`src/rtl/core/clle_pkg.sv`:
```
`timescale 1ns / 1ps
// ----------------------------------------------------------------------------
// clle_pkg
// Shared types and constants for the cursor linked list engine.
// ----------------------------------------------------------------------------
package clle_pkg;

    localparam int CAPACITY_DEF = 256;
    localparam int VALUE_W      = 64;
    localparam int KIND_W       = 3;
    localparam int STATUS_W     = 2;
    localparam int M_TDATA_W    = 72;  // 64 + 2 + 1 = 67, padded to whole bytes

    typedef enum logic [KIND_W-1:0] {
        KIND_ADVANCE = 3'd0,
        KIND_INSERT  = 3'd1,
        KIND_DELETE  = 3'd2,
        KIND_READ    = 3'd3,
        KIND_WRITE   = 3'd4
    } kind_t;

    typedef enum logic [STATUS_W-1:0] {
        ST_OK   = 2'd0,
        ST_FULL = 2'd1,
        ST_NONE = 2'd2
    } status_t;

    typedef enum logic [3:0] {
        S_IDLE,
        S_CUR,
        S_HAS,
        S_DATA,
        S_FREE,
        S_FREE2,
        S_INS1,
        S_INS2,
        S_NEXT,
        S_DEL2,
        S_DEL3
    } state_t;

    // Link memory port controls
    typedef struct packed {
        logic rd_en;
        logic wr_en;
    } link_cmd_t;

endpackage

```
`src/rtl/core/clle_link_store.sv`:
```
`timescale 1ns / 1ps
// ----------------------------------------------------------------------------
// clle_link_store
// Link memory with registered read and a post-reset init sweep.
// ----------------------------------------------------------------------------
module clle_link_store #(
    parameter int CAPACITY = clle_pkg::CAPACITY_DEF
) (
    clk,
    rst_n,
    cmd,
    raddr,
    waddr,
    wdata,
    rdata,
    ready
);
    import clle_pkg::*;

    localparam int NODES  = CAPACITY + 2;
    localparam int LINK_W = $clog2(NODES);
    localparam logic [LINK_W-1:0] LAST_NODE = LINK_W'(NODES - 1);

    input  logic              clk;
    input  logic              rst_n;
    input  link_cmd_t         cmd;
    input  logic [LINK_W-1:0] raddr;
    input  logic [LINK_W-1:0] waddr;
    input  logic [LINK_W-1:0] wdata;
    output logic [LINK_W-1:0] rdata;
    output logic              ready;

    logic [LINK_W-1:0] link_mem [NODES];
    logic [LINK_W-1:0] rdata_reg;

    logic              init_busy_reg;
    logic              init_busy_next;
    logic [LINK_W-1:0] init_idx_reg;
    logic [LINK_W-1:0] init_idx_next;
    logic [LINK_W-1:0] init_val;

    logic              mem_we;
    logic [LINK_W-1:0] mem_waddr;
    logic [LINK_W-1:0] mem_wdata;

    // used list: 0 -> 0; free chain: 1 -> 2 -> ... -> last -> 1
    always_comb
    begin
        priority if (init_idx_reg == '0)
        begin
            init_val = '0;
        end
        else if (init_idx_reg == LAST_NODE)
        begin
            init_val = LINK_W'(1);
        end
        else
        begin
            init_val = init_idx_reg + LINK_W'(1);
        end
    end

    always_comb
    begin
        init_busy_next = init_busy_reg;
        init_idx_next  = init_idx_reg;
        if (init_busy_reg)
        begin
            init_idx_next = init_idx_reg + LINK_W'(1);
            if (init_idx_reg == LAST_NODE)
            begin
                init_busy_next = 1'b0;
                init_idx_next  = init_idx_reg;
            end
        end
    end

    always_ff @(posedge clk or negedge rst_n)
    begin
        if (!rst_n)
        begin
            init_busy_reg <= 1'b1;
            init_idx_reg  <= '0;
        end
        else
        begin
            init_busy_reg <= init_busy_next;
            init_idx_reg  <= init_idx_next;
        end
    end

    assign mem_we    = init_busy_reg | cmd.wr_en;
    assign mem_waddr = init_busy_reg ? init_idx_reg : waddr;
    assign mem_wdata = init_busy_reg ? init_val : wdata;

    always_ff @(posedge clk)
    begin
        if (mem_we)
        begin
            link_mem[mem_waddr] <= mem_wdata;
        end
        if (cmd.rd_en)
        begin
            rdata_reg <= link_mem[raddr];
        end
    end

    assign rdata = rdata_reg;
    assign ready = ~init_busy_reg;

endmodule

```
`config.mk`:
```
export PLATFORM = sky130hd
export DESIGN_NAME = clle_link_store
export DESIGN_NICKNAME = d
export VERILOG_FILES = /design/src/rtl/core/clle_pkg.sv /design/src/rtl/core/clle_link_store.sv
export SDC_FILE = /design/constraint.sdc
export NUM_CORES = 2
export LEC_CHECK = 0
export CELL_PAD_IN_SITES_DETAIL_PLACEMENT = 0
export CELL_PAD_IN_SITES_GLOBAL_PLACEMENT = 2
export CORE_MARGIN = 4
export CORE_UTILIZATION = 46
export CTS_CLUSTER_DIAMETER = 80
export CTS_CLUSTER_SIZE = 40
export DETAILED_ROUTE_END_ITERATION = 6
export DONT_BUFFER_PORTS = 1
export PLACE_DENSITY = 0.75
export SYNTH_ARGS = -nofsm -noshare
export SYNTH_HDL_FRONTEND = slang
export SYNTH_SLANG_ARGS = --single-unit
```
`constraint.sdc`:
```
create_clock -name clk -period 12.7 [get_ports clk]
set_input_delay 0.635 -clock clk [delete_from_list [all_inputs] [get_ports clk]]
set_output_delay 0.635 -clock clk [all_outputs]
set_load 0.01 [all_outputs]
```
======== Word level (Yosys, flattened, before mapping) ========
Memories as Yosys holds them, arrays and structs flattened. A register that Yosys moved wholly into a read port is not among the register bits.
Index checks and enable logic that the tools add are counted.
cells by class
  reduce and logical (&&, ||, !) cells .... 2
  $lt $le $gt $ge ......................... 0
  shift operators ......................... 0
  bitwise logic cells ..................... 3
  add/subtract/negate cells ............... 1
  muxes and demuxes ....................... 8
  equal/unequal tests ..................... 1
  multipliers ............................. 0
  div/mod/pow operators ................... 0
operators with widths
  cell                                                           number
  9-bit two-way mux                                              4
  9-bit by 1-bit adder with 9-bit output, second input constant  1
  9-bit equality test, second input constant                     1
  9-bit logical NOT                                              1
  1-bit two-way mux                                              4
  1-bit inverter                                                 2
  2-bit AND reduction                                            1
  1-bit bitwise OR                                               1
word-level totals
  latch bits .............................. 0
  memory bits (read-only) ................. 0
  input bits .............................. 31
  RAM bits ................................ 2322
  memories ................................ 1
  register bits after elaboration ......... 10
memory list
  name      depth  bits a word  rd ports  clocked after memory_dff  wr ports  line                   source
  link_mem  258    9            1         1                         1         clle_link_store.sv:33  logic [LINK_W-1:0] link_mem [NODES];

======== Logic depth before layout (Yosys ltp) ========
  depth after elaboration ................. 4
  mapped depth ............................ 12
  mapped depth without buffers ............ 7

======== Worst setup path after synthesis ========
OpenSTA, ideal clock, no wires.
  path type ............................... register -> register
  from .................................... register init_idx_reg[3]
  to ...................................... memory link_mem[0][0] in the netlist's numbering (data pin)
  setup slack ............................. -1352 ps
  cell stages (with the launch flop) ...... 7
  arrival time ............................ 11725 ps
  clock period less this slack ............ 14052 ps
  buffers on the path ..................... 1
  cell sequence ........................... dfrtp_1 clkbuf_1 nor2_1 nand3_1 o21ai_0 inv_1 a221oi_1
between the ends
  cells in the longest elaborated chain, start to end .. 4
  elaborated cells on any way between the ends .. 5
RTL lines
  item                    line                   source
  start, declared         clle_link_store.sv:38  logic [LINK_W-1:0] init_idx_reg;
  start signal, assigned  clle_link_store.sv:88  init_idx_reg <= init_idx_next;
  9-bit equality test     clle_link_store.sv:53  else if (init_idx_reg == LAST_NODE)
  9-bit two-way mux       clle_link_store.sv:53
  9-bit two-way mux *     clle_link_store.sv:49  priority if (init_idx_reg == '0)
  9-bit two-way mux *     clle_link_store.sv:94  assign mem_wdata = init_busy_reg ? init_val : wdata;
  via mem_wdata[0]        clle_link_store.sv:44  logic [LINK_W-1:0] mem_wdata;
  end, declared           clle_link_store.sv:33
The timed path passes the listed nets; every way through them passes the cells marked *.

==> metrics.cfg <==
[power]
p_clk_share_pct = 33.4
comb_power_share_pct = 4.8
power.static_leakage_nw = 29.2
internal_power_mw = 10.6
vdd.ir_drop.worst_v = 0.000113
swShare_pct = 23.1
power.density_cell_area_mw_per_mm2 = 141
netSwitchingPower_mw = 3.19
report.power.total_mw = 13.8
power.sequential.fraction_pct = 61.8

[floorplanning]
die_y_um = 453
start_util_pct = 46.5
floorplan.io_pins = 41
core.rowCount = 162
die_w_um = 453
coreArea_mm2 = 0.196
dieArea_mm2 = 0.205

[logic_synthesis]
avgSynthCellArea_um2 = 21.3
syn-num-nets = 4296
synth.ff_latch_count = 2341
postSynth.topFlopCell = sky130_fd_sc_hd__edfxtp_1
synth_warnings = 0
synth.cell_area_mm2 = 0.0910
synth_async_sr_flop_share_pct = 0.427
postSynthCellCount = 4262
ys_seq_area_share_pct = 77.2
synth_enable_flop_cells = 2331
synth.distinct_cells = 73

[min_path]
hold_depth = 1
min_delay_worst_endpoint = rdata[1]$_DFFE_PP_
worst_hold_startpoint = raddr[8]
holdCritPathClass = in -> reg

[setup_path]
cp_most_frequent_cell = sky130_fd_sc_hd__buf_16
critical_path_required_ns = 13.27
r2r_cells = 6
cp.arrival_ns = 5.76
maximum_fanout_along_the_worst_path = 172
worstSetupStartpointType = input pin
worstSetupPathType = in -> reg
r2r_setup_slk_ns = 7.67
critical_path.reg2reg.endpoint = link_mem[195][5]$_DFFE_PP_
worstPathCellList = buf_16 > buf_16 > buf_16 > mux4_2 > mux4_2 > a22oi_1 > nand4_1 > and3_1
cpMaxStageDelayCell = sky130_fd_sc_hd__buf_16
endpoint_kind = register
critical_path_buf_inv_count = 3
cp_slowest_stage_delay_ns = 0.86
r2r-start = init_busy_reg$_DFF_PN1_
critical-path-top-delay-family = buffers and inverters

[clock_tree]
clkSinkCount = 2341
cts_buffer_depth = 3
clock_tree_from_tritoncts = built
ctsRootBufferMaster = sky130_fd_sc_hd__clkbuf_16
worstSkewPairLatency_ns = 0.80
cts-resized-gates = 0
postCtsSetupBuffers = 0
htree_levels = 3
numCtsBuffers = 109
clk_pin_slew_worst_paths_ns = 0.11

[timing]
tightestPinTransition_ns = 2.58
finalHoldWorstSlack_ns = 0.0970
fin_skew_ns = 0.0330
finalCritPeriodShare_pct = 40.9
min_tclk_post_route_ns = 5.19
max_slew_margin_pct = -71.9
rsz_0062_raised_after_global_routing = false
setup-tns-final_ns = 0
report.final.slew_viol_count = 461
hold_viol_final = 0
fmax_ghz = 0.193
finalSetupViolations = 0

[placement]
place.port_buffers = 0
place.detailed.hpwl_um = 134000
placed_cells = 6694
gp_congestion = 0.820

[route]
vias_per_cell = 6.25
vias = 43200
drc = 0
first_pass_iters = 5
finalWirelength_um = 230000
routed_wire_length_per_instance_um = 33.4
detail-route-antenna-nets = 0
drt-initial-drc-count = 5665

[global_route]
grt.overflow.total = 0
grt_start_max_net_pins = 570
grt_pass1_wl_um = 328000
grt_use_total_pct = 22.4
busiest_layer = met2
antenna_violations_before_repair = 12
global_route.usage.met1_pct = 33.3
grt_pass1_vias = 42700
global_route.usage.met2_pct = 35.6
grt.met3_usage_pct = 3.15

[finish]
leading_cell_types_in_the_layout_fill_and_taps_excluded = sky130_fd_sc_hd__edfxtp_1 (2331), sky130_fd_sc_hd__mux4_2 (547), sky130_fd_sc_hd__nor2_1 (298)
flow.area_growth_from_synthesis_pct = 7.52
final_cell_count_no_fill = 6908
largest_reg_flops = 2322
post_route_cells_drive_above_1_share_pct = 20.7
number_of_nets_in_the_layout = 4221
layout_commonest_cell = sky130_fd_sc_hd__edfxtp_1

[run_status]
failed_checks = max-slew violations
status = complete, but fails checks

[run]
timing.max_cap.violations = 0

==> layer usage <==
metal	wire length, µm	vias to the layer above
li1	-	17700
met1	96000	23500
met2	111000	1785
met3	17600	242
met4	5580	4
met5	23	-
==> cell families (layout without fill, tap and decap cells) <==
family,Yosys count,after routing,synth area share (%)
xor+xnor,15,15,0.144
mux,694,694,15.3
fa+ha+maj,3,3,0.0413
compound gates,345,345,2.74
other cells,0,3,0
flops,2341,2341,77.2
simple gates,599,599,3.00
buf+inv,265,284,1.56
==> power by group through the flow <==
stage                     registers, mW  logic, mW  clock network (mW)
after floorplan                    8.70      0.445                   0
after global placement             8.68      0.586                   0
after detailed placement           8.68      0.593                   0
after CTS                          8.50      0.596                4.67
after global routing               8.50      0.684                4.95
final                              8.50      0.666                4.59
==> how the worst max path moves through the flow <==
stage,from,end,slack [ns],cells after the start
3_3_place_gp,init_busy_reg$_DFF_PN1_,link_mem[202][5]$_DFFE_PP_,7.75,6
4_1_cts,init_busy_reg$_DFF_PN1_,link_mem[195][5]$_DFFE_PP_,7.56,6
3_5_place_dp,init_busy_reg$_DFF_PN1_,link_mem[201][5]$_DFFE_PP_,7.59,6
6_report,raddr[0],rdata[3]$_DFFE_PP_,7.51,8
2_1_floorplan,init_idx_reg[0]$_DFFE_PN0P_,link_mem[0][0]$_DFFE_PP_,4.17,4
5_1_grt,raddr[0],rdata[2]$_DFFE_PP_,7.07,8
==> metrics by stage <==
stage	setup WS [ns]	utilization [%]	cell area [µm²]
after floorplan	4.17	-	91000
after global placement	7.75	47.8	93500
after detailed placement	7.59	47.8	93500
after CTS	7.56	49.9	97700
after global routing	7.07	49.9	97800
final	7.51	50.0	97800
==> layout make-up <==
cell class              count  area, µm²
diodes                      3       7.51
clock buffers             111       2740
clock inverters            94       1390
fillers                 15700      98000
inverters                  14       52.6
multi-input cells        1656      19500
flip-flops and latches   2341      70200
well taps                2624       3280
repair buffers             65        636
==> Yosys cell counts, types with 5 or more instances <==
library cell	instances	area (µm²)
sky130_fd_sc_hd__edfxtp_1	2331	70000
sky130_fd_sc_hd__mux4_2	547	12300
sky130_fd_sc_hd__nor2_1	299	1120
sky130_fd_sc_hd__clkbuf_1	120	450
sky130_fd_sc_hd__mux2i_1	101	1010
sky130_fd_sc_hd__nand2_1	90	338
sky130_fd_sc_hd__a22oi_1	86	646
sky130_fd_sc_hd__nand3_1	67	335
sky130_fd_sc_hd__buf_2	59	295
sky130_fd_sc_hd__a21oi_1	46	230
sky130_fd_sc_hd__mux2_2	42	473
sky130_fd_sc_hd__o22ai_1	39	244
sky130_fd_sc_hd__buf_4	37	278
sky130_fd_sc_hd__o21ai_0	29	145
sky130_fd_sc_hd__nor3_1	28	140
sky130_fd_sc_hd__a22o_1	25	219
sky130_fd_sc_hd__nand4_1	25	156
sky130_fd_sc_hd__buf_6	24	270
sky130_fd_sc_hd__a221oi_1	19	166
sky130_fd_sc_hd__a31oi_1	14	87.6
sky130_fd_sc_hd__and2_1	13	81.3
sky130_fd_sc_hd__nor2b_1	13	81.3
sky130_fd_sc_hd__inv_1	12	45.0
sky130_fd_sc_hd__and3_1	10	62.6
sky130_fd_sc_hd__o221ai_1	10	87.6
sky130_fd_sc_hd__xnor2_1	10	87.6
sky130_fd_sc_hd__buf_1	9	33.8
sky130_fd_sc_hd__dfrtp_1	9	225
sky130_fd_sc_hd__nand2b_1	9	56.3
sky130_fd_sc_hd__nor4_1	9	56.3
sky130_fd_sc_hd__o211ai_1	9	67.6
sky130_fd_sc_hd__a21boi_0	8	60.1
sky130_fd_sc_hd__a2bb2oi_1	6	52.6
sky130_fd_sc_hd__and3b_1	6	52.6
sky130_fd_sc_hd__and4_1	6	52.6
sky130_fd_sc_hd__a211oi_1	5	37.5
sky130_fd_sc_hd__a32o_1	5	50.1
sky130_fd_sc_hd__nor3b_1	5	37.5
sky130_fd_sc_hd__o2111ai_1	5	43.8
sky130_fd_sc_hd__o2bb2ai_1	5	43.8
sky130_fd_sc_hd__xor2_1	5	43.8
==> repair_timing <==
action	CTS	global route
hold buffers	2	0
endpoints found under the setup margin	0	0
hold endpoints to repair	19	0
(Power assumes the default switching activity.)
